## config.mk

```make
export PLATFORM = sky130hd
export DESIGN_NAME = sem_mag
export DESIGN_NICKNAME = d
export VERILOG_FILES = /design/src/rtl/sem_pkg.sv /design/src/rtl/sem_mag.sv
export SDC_FILE = /design/constraint.sdc
export NUM_CORES = 2
export LEC_CHECK = 0
export BUFFER_PORTS_ARGS = -buffer_cell sky130_fd_sc_hd__buf_2
export CAP_MARGIN = 10
export CELL_PAD_IN_SITES_DETAIL_PLACEMENT = 0
export CELL_PAD_IN_SITES_GLOBAL_PLACEMENT = 1
export CORE_MARGIN = 1
export CORE_UTILIZATION = 51
export CTS_BUF_LIST = sky130_fd_sc_hd__clkbuf_8 sky130_fd_sc_hd__clkbuf_16
export DETAILED_ROUTE_END_ITERATION = 7
export PLACE_DENSITY_LB_ADDON = 0.1
export SYNTH_ARGS = -nofsm -noshare
export SYNTH_HDL_FRONTEND = slang
export SYNTH_SLANG_ARGS = --single-unit
```

## constraint.sdc

```tcl
create_clock -name clk_i -period 11.9 [get_ports clk_i]
set_input_delay 2.38 -clock clk_i [delete_from_list [all_inputs] [get_ports clk_i]]
set_output_delay 2.38 -clock clk_i [all_outputs]
set_load 0.02 [all_outputs]
```

## src/rtl/sem_pkg.sv

```systemverilog
// ----------------------------------------------------------------------------
// Sobel edge magnitude package
// Types and fixed constants that the edge magnitude block and its units share.
// ----------------------------------------------------------------------------
package sem_pkg;

  localparam int unsigned CH_W       = 8;   // one color component
  localparam int unsigned PIX_W      = 24;  // packed red, green, blue
  localparam int unsigned SUM_W      = 10;  // one side of a Sobel kernel, at most 1020
  localparam int unsigned SQ_W       = 21;  // gx*gx + gy*gy
  localparam int unsigned ROOT_W     = 11;  // integer root of a 21-bit value
  localparam int unsigned REM_W      = 12;  // square root remainder
  localparam int unsigned ROOT_STEPS = 11;  // one root bit per step
  localparam int unsigned STEP_W     = 4;
  localparam int unsigned ROW_W      = 16;
  localparam int unsigned CFGW_W     = 11;  // width register
  localparam int unsigned CFGH_W     = 16;  // height register
  localparam int unsigned CFG_DATA_W = 16;
  localparam int unsigned CFG_IDX_W  = 1;
  localparam int unsigned NUM_CH     = 3;

  localparam logic [CFG_IDX_W-1:0] REG_WIDTH  = 1'b0;
  localparam logic [CFG_IDX_W-1:0] REG_HEIGHT = 1'b1;

  localparam logic [CH_W-1:0] EDGE_MAX = 8'd255;

  typedef logic [PIX_W-1:0] pix_t;
  // window[row][column], row 0 is the top row, column 0 the oldest column
  typedef logic [2:0][2:0][PIX_W-1:0] win_t;

  typedef struct packed {
    logic start;  // capture a window and begin
    logic take;   // result has been moved out
  } mag_ctl_t;

  typedef struct packed {
    logic busy;
    logic done;
  } mag_sts_t;

endpackage

```

## src/rtl/sem_mag.sv

```systemverilog
// ----------------------------------------------------------------------------
// Sobel magnitude unit
// Gradients, squares and a bit-serial rounded square root for three channels.
// ----------------------------------------------------------------------------
module sem_mag (
  input  logic                 clk_i,
  input  logic                 rst_ni,
  input  sem_pkg::mag_ctl_t    ctl_i,
  input  sem_pkg::win_t        win_i,
  output sem_pkg::mag_sts_t    sts_o,
  output logic [sem_pkg::NUM_CH-1:0][sem_pkg::CH_W-1:0] edge_o
);

  localparam logic [2:0] M_IDLE = 3'd0;
  localparam logic [2:0] M_GRAD = 3'd1;
  localparam logic [2:0] M_SQ   = 3'd2;
  localparam logic [2:0] M_ROOT = 3'd3;
  localparam logic [2:0] M_DONE = 3'd4;

  logic [2:0]                  st_q, st_d;
  logic [sem_pkg::STEP_W-1:0]  step_q, step_d;
  sem_pkg::win_t               win_q;

  logic [sem_pkg::NUM_CH-1:0][sem_pkg::SUM_W-1:0]    ax_q, ay_q, ax_d, ay_d;
  logic [sem_pkg::NUM_CH-1:0][sem_pkg::SQ_W:0]       v_q, v_d;  // one pad bit on top
  logic [sem_pkg::NUM_CH-1:0][sem_pkg::REM_W-1:0]    rem_q, rem_d;
  logic [sem_pkg::NUM_CH-1:0][sem_pkg::ROOT_W-1:0]   root_q, root_d;
  logic [sem_pkg::NUM_CH-1:0][sem_pkg::CH_W-1:0]     edge_q, edge_d;

  function automatic logic [sem_pkg::SUM_W-1:0] absdiff(
    input logic [sem_pkg::SUM_W-1:0] a, input logic [sem_pkg::SUM_W-1:0] b);
    return (a >= b) ? a - b : b - a;
  endfunction

  function automatic logic [sem_pkg::SUM_W-1:0] side(
    input logic [sem_pkg::CH_W-1:0] p0, input logic [sem_pkg::CH_W-1:0] p1,
    input logic [sem_pkg::CH_W-1:0] p2);
    return sem_pkg::SUM_W'(p0) + {1'b0, p1, 1'b0} + sem_pkg::SUM_W'(p2);
  endfunction

  always_comb begin
    logic [sem_pkg::CH_W-1:0] p [3][3];
    logic [sem_pkg::REM_W+1:0] rem_sh, trial;
    logic [sem_pkg::ROOT_W:0]  rnd;
    p      = '{default: '0};
    rem_sh = '0;
    trial  = '0;
    rnd    = '0;
    st_d   = st_q;
    step_d = step_q;
    ax_d   = ax_q;
    ay_d   = ay_q;
    v_d    = v_q;
    rem_d  = rem_q;
    root_d = root_q;
    edge_d = edge_q;
    case (st_q)
      M_IDLE: begin
        if (ctl_i.start) begin
          st_d = M_GRAD;
        end
      end
      M_GRAD: begin
        for (int ch = 0; ch < sem_pkg::NUM_CH; ch++) begin
          for (int r = 0; r < 3; r++) begin
            for (int c = 0; c < 3; c++) begin
              p[r][c] = win_q[r][c][ch*sem_pkg::CH_W +: sem_pkg::CH_W];
            end
          end
          ax_d[ch] = absdiff(side(p[0][2], p[1][2], p[2][2]), side(p[0][0], p[1][0], p[2][0]));
          ay_d[ch] = absdiff(side(p[2][0], p[2][1], p[2][2]), side(p[0][0], p[0][1], p[0][2]));
        end
        st_d = M_SQ;
      end
      M_SQ: begin
        for (int ch = 0; ch < sem_pkg::NUM_CH; ch++) begin
          v_d[ch]    = (sem_pkg::SQ_W+1)'(ax_q[ch] * ax_q[ch]) +
                       (sem_pkg::SQ_W+1)'(ay_q[ch] * ay_q[ch]);
          rem_d[ch]  = '0;
          root_d[ch] = '0;
        end
        step_d = '0;
        st_d   = M_ROOT;
      end
      M_ROOT: begin
        for (int ch = 0; ch < sem_pkg::NUM_CH; ch++) begin
          rem_sh = {rem_q[ch], v_q[ch][sem_pkg::SQ_W:sem_pkg::SQ_W-1]};
          trial  = (sem_pkg::REM_W+2)'({root_q[ch], 2'b01});
          if (rem_sh >= trial) begin
            rem_d[ch]  = sem_pkg::REM_W'(rem_sh - trial);
            root_d[ch] = {root_q[ch][sem_pkg::ROOT_W-2:0], 1'b1};
          end else begin
            rem_d[ch]  = sem_pkg::REM_W'(rem_sh);
            root_d[ch] = {root_q[ch][sem_pkg::ROOT_W-2:0], 1'b0};
          end
          v_d[ch] = {v_q[ch][sem_pkg::SQ_W-2:0], 2'b00};
        end
        step_d = step_q + 1'b1;
        if (step_q == sem_pkg::STEP_W'(sem_pkg::ROOT_STEPS - 1)) begin
          st_d = M_DONE;
        end
        // Round to nearest: up when the remainder exceeds the floor root.
        if (step_q == sem_pkg::STEP_W'(sem_pkg::ROOT_STEPS - 1)) begin
          for (int ch = 0; ch < sem_pkg::NUM_CH; ch++) begin
            rnd = {1'b0, root_d[ch]} +
                  ((sem_pkg::ROOT_W'(rem_d[ch]) > root_d[ch] || rem_d[ch][sem_pkg::REM_W-1])
                   ? (sem_pkg::ROOT_W+1)'(1) : '0);
            edge_d[ch] = (rnd > (sem_pkg::ROOT_W+1)'(sem_pkg::EDGE_MAX))
                         ? sem_pkg::EDGE_MAX : rnd[sem_pkg::CH_W-1:0];
          end
        end
      end
      M_DONE: begin
        if (ctl_i.take) begin
          st_d = M_IDLE;
        end
      end
      default: st_d = M_IDLE;
    endcase
  end

  always_ff @(posedge clk_i or negedge rst_ni) begin
    if (!rst_ni) begin
      st_q   <= M_IDLE;
      step_q <= '0;
    end else begin
      st_q   <= st_d;
      step_q <= step_d;
    end
  end

  always_ff @(posedge clk_i) begin
    if (st_q == M_IDLE && ctl_i.start) begin
      win_q <= win_i;
    end
    ax_q   <= ax_d;
    ay_q   <= ay_d;
    v_q    <= v_d;
    rem_q  <= rem_d;
    root_q <= root_d;
    edge_q <= edge_d;
  end

  assign sts_o.busy = (st_q != M_IDLE);
  assign sts_o.done = (st_q == M_DONE);
  assign edge_o     = edge_q;

  a_start_idle: assert property (@(posedge clk_i) disable iff (!rst_ni)
    ctl_i.start |-> (st_q == M_IDLE)) else $error("start while magnitude unit busy");
  a_root_len: assert property (@(posedge clk_i) disable iff (!rst_ni)
    (st_q == M_SQ) |=> (st_q == M_ROOT && step_q == '0)) else $error("root did not start");
  a_done_hold: assert property (@(posedge clk_i) disable iff (!rst_ni)
    (st_q == M_DONE && !ctl_i.take) |=> (st_q == M_DONE && $stable(edge_q)))
    else $error("result lost before take");

endmodule
```

# Yosys cells after proc, flatten, opt, wreduce, memory -nomap -nowiden
# Index checks and enable logic that the tools add are counted.
# totals
latchBits	0
mem_count	0
romBits	0
ramBits	0
reg_bits	418
# op_classes
bitwise	0
shift	0
muxes	29
mul	6
add_sub_neg	46
order_cmp	15
n_eq_ne	8
n_reduce_logical	9
div	0
# op_table
op	count
66-bit one-hot mux with 2 select lines	1
10-bit by 8-bit adder with 10-bit output	12
8-bit by 9-bit adder with 10-bit output	12
10-bit by 10-bit multiplier with 20-bit output	6
10-bit subtractor	12
12-bit two-way mux	6
36-bit one-hot mux with 2 select lines	1
33-bit one-hot mux with 2 select lines	1
20-bit by 20-bit adder with 21-bit output	3
10-bit >= comparator	6
10-bit two-way mux	6
14-bit by 13-bit >= comparator with 1-bit output	3
11-bit by 1-bit adder with 12-bit output	3
12-bit by 8-bit > comparator with 1-bit output, second input constant	3
12-bit subtractor	3
11-bit > comparator	3
11-bit two-way mux	3
3-bit one-hot mux with 5 select lines	1
3-bit two-way mux	3
4-bit one-hot mux with 2 select lines	1
3-bit by 2-bit == test with 1-bit output, second input constant	2
1-bit two-way mux	6
2-bit != test, second input constant	3
4-bit by 1-bit adder with 4-bit output, second input constant	1
10 further kinds	12

# Longest topological paths before layout
# logic_depth
word_depth	8
ltp_mapped	27
depth_no_buf	25

# Worst setup path after synthesis
# Ideal clock, no wire load.
# synth_timing
path_type	input -> register
startpoint	in ctl_i[1] (netlist bit)
endpoint	reg win_q[0] (netlist bit), enable pin
path_slack_ns	0.844
setup_time_ns	0.748
path_stages	2
arrival_ns	10.307
cell_sequence	inv_1 > nor2_1
# synth_via
elab_chain_len	1
# synth_lines
element	line_no	source
start: declaration	sem_mag.sv:8	input sem_pkg::mag_ctl_t ctl_i,
1-bit logical AND	sem_mag.sv:133	if (st_q == M_IDLE && ctl_i.start) begin
end signal: assignment	sem_mag.sv:134	win_q <= win_i;
end: declaration	sem_mag.sv:22	sem_pkg::win_t win_q;
# No other way between the ends.
# A chain may end at the register's enable or synchronous reset.

==> impl_metrics.toml <==
[die]
die_h_um = 296
start_util_pct = 51.7
die_x_um = 296
row_count = 107
die_area_mm2 = 0.0877
core_area_mm2 = 0.0854
io_pins = 246

[min_path]
worstHoldStart = "v_q[22]"
hold_class = "reg2reg"

[routing]
via_count = 28435
drt-vias-per-instance = 5.12
drt-total-wl_um = 88400
firstDrtPassIters = 5
ant_nets = 0
drtIter0Drc = 1240
drcViolationCount = 0
wl_per_cell_um = 15.9

[timing]
rsz0062_at_grt = "false"
hold_viol = 0
max_freq_mhz = 147
slew_violations = 0
finalHoldWorstSlack_ps = 504
setup_ws_ps = 5100
skew_ps = 33.4
slew_headroom_pct = 25.9
fin_setup_tns_ps = 0
period_needed_ps = 6800
tightestPinTransition_ps = 1110
finalSetupViolCount = 0
period_share_pct = 57.1

[clocking]
clock-sinks = 418
cts_hold_buf = 0
cts_buffers = 49
cts_tree = "built"
clkLatencyLatePin_ps = 620
path_clk_slew_ps = 60
cts-resized-gates = 0
htreeDepth = 2
postCtsSetupBuffers = 0
clockBufferDepth = 3
root_buffer = "clkbuf_16"

[worst_setup_path]
worstPathRequired_ps = 12220
cp_data_arrival_time_ps = 7120
cp_slowest_cell = "a2111oi_1"
crit_path_max_fanout = 11
crit_path_frequent_cell = "fa_1"
critPathCaptureType = "register"
path_cells = "nand2_1 -> fa_1 -> inv_1 -> fa_1 -> inv_1 -> fa_1 -> inv_1 -> fa_1 -> fa_1 -> fa_1 -> inv_1 -> fa_1 -> inv_1 -> ha_1 -> a21o_1 -> a2111oi_1 -> or2_2 -> a21oi_1 -> o41ai_1 -> a311oi_1"
worst-path-buf-inv = 5
max_stage_delay_ps = 650
crit_start = "ax_q[23]"
critical_path_class = "reg2reg"
reg2reg_from = "ax_q[23]"
r2r_slack_ps = 5100
crit_family = "adder cells"
startpoint_type = "register"

[yosys]
synth.area.top_cells = "edfxtp_1 (28%), fa_1 (22%), ha_1 (16%)"
synth-seq-cells = 418
async_reset_ff_share_pct = 1.67
synthDistinctLibCells = 72
seq_area_frac_synth_pct = 28.4
yosys-top-cells-count = "inv_1 (714), ha_1 (565), fa_1 (495)"
synth-main-ff-cell = "edfxtp_1"
yosysMostFrequentCell = "inv_1"
netlist.area_leader.share_pct = 28.0
synth_area_mm2 = 0.0441
syn_nets = 5475
yosys_warnings = 0
synth_top_cell_by_area = "edfxtp_1"
synthCells = 4195
synth-edff-count = 411
syn_avg_cell_area_um2 = 10.5

[run]
maxCapViolations = 0

[global_route]
grt_pass1_wl_um = 150000
grt_max_degree = 170
antenna_found_initial = 1
track_usage_pct = 21.2
first_global_vias = 29822
grt_overflow = 0

[layout]
syn_to_final_growth_pct = 8.66
n_antenna_cell = 0
drive_gt1_share_pct = 7.85
fin_nets = 5649

[status]
status = "complete, no violations"

[placement]
dp_slack_ps = 5150
gp_congestion = 0.839
dp_hpwl_um = 73000
io_buffers = 221
final cells by class:
class                   count  area, um^2
clock buffers              50        1250
clock inverters            39         344
fillers                  7652       37500
inverters                 715        2690
multi-input cells        2958       28600
flip-flops and latches    418       12500
well taps                1144        1430
repair buffers            227        1160
worst min-delay path, stage by stage (launching register included):
cell,delay (ps)
edfxtp_1,320
nand2_1,40
nand2_1,40
layout by cell type (no fill, tap or decap), types with 8 or more instances in the layout:
master | Yosys | routed
mux2i_1 | 30 | 30
and2_1 | 179 | 178
and3_1 | 40 | 40
edfxtp_1 | 411 | 411
o21ai_1 | 22 | 22
a211oi_1 | 31 | 31
nor2_1 | 180 | 178
nor2b_1 | 49 | 49
xor2_1 | 77 | 77
o31ai_1 | 10 | 10
buf_2 | 7 | 221
clkinv_1 | 0 | 11
mux2_2 | 24 | 24
inv_1 | 714 | 720
nand4_1 | 20 | 20
o21bai_1 | 45 | 45
ha_1 | 565 | 565
a21o_1 | 106 | 106
nand2_1 | 294 | 293
o211ai_1 | 8 | 8
o21a_1 | 29 | 29
o21ai_0 | 116 | 116
or3_1 | 14 | 14
clkbuf_16 | 0 | 50
nand3_1 | 32 | 32
fa_1 | 495 | 495
nand2b_1 | 38 | 38
clkinv_2 | 0 | 9
o221ai_1 | 8 | 8
nor3_1 | 38 | 38
a21oi_1 | 217 | 217
a31oi_1 | 20 | 20
xnor2_1 | 156 | 156
metrics by stage:
stage                     instances  utilization (%)  cell area, um^2
final                          5551             56.1            47900
after global routing           5551             56.1            47900
after CTS                      5551             56.1            47900
after detailed placement       5462             54.3            46400
after global placement         5462             54.3            46400
after floorplan                4195                -            44100
final timing paths:
kind | cells after the start | to
worst max-delay path | 20 | v_q[63]
worst min-delay path | 2 | v_q[24]
worst min register to register | 2 | v_q[24]
min in group asynchronous | 1 | st_q[0]
worst max register to register | 20 | v_q[63]
max in group asynchronous | 1 | step_q[1]
sequential cells by signal, summed over array words and instances (netlist names):
| signal | cells |
|---|---|
| ay_q | 30 |
| win_q | 192 |
| step_q | 4 |
| edge_o | 24 |
| root_q | 33 |
| ax_q | 30 |
| st_q | 3 |
| v_q | 66 |
| rem_q | 36 |
kinds of logic after synthesis:
| logic type | after synthesis | synth area share [%] |
|---|---|---|
| fa+ha+maj | 1060 | 38.5 |
| simple gates | 920 | 10.3 |
| buf+inv | 819 | 6.99 |
| compound gates | 686 | 9.87 |
| flops | 418 | 28.4 |
| xor+xnor | 233 | 4.62 |
| mux | 59 | 1.42 |
routing by layer:
metal	wire length [um]	global-route usage [%]	part of all wire, %	vias up
met4	1300	3.71	1.5	2
met1	43300	30.6	49	13569
met2	40700	34.9	46	449
li1	-	-	-	14337
met3	3050	2.33	3.5	78
met5	11	0	0.012	-
Power is not shown: default switching activity piles up to over one toggle a cycle in this logic, so the estimate is an artifact.
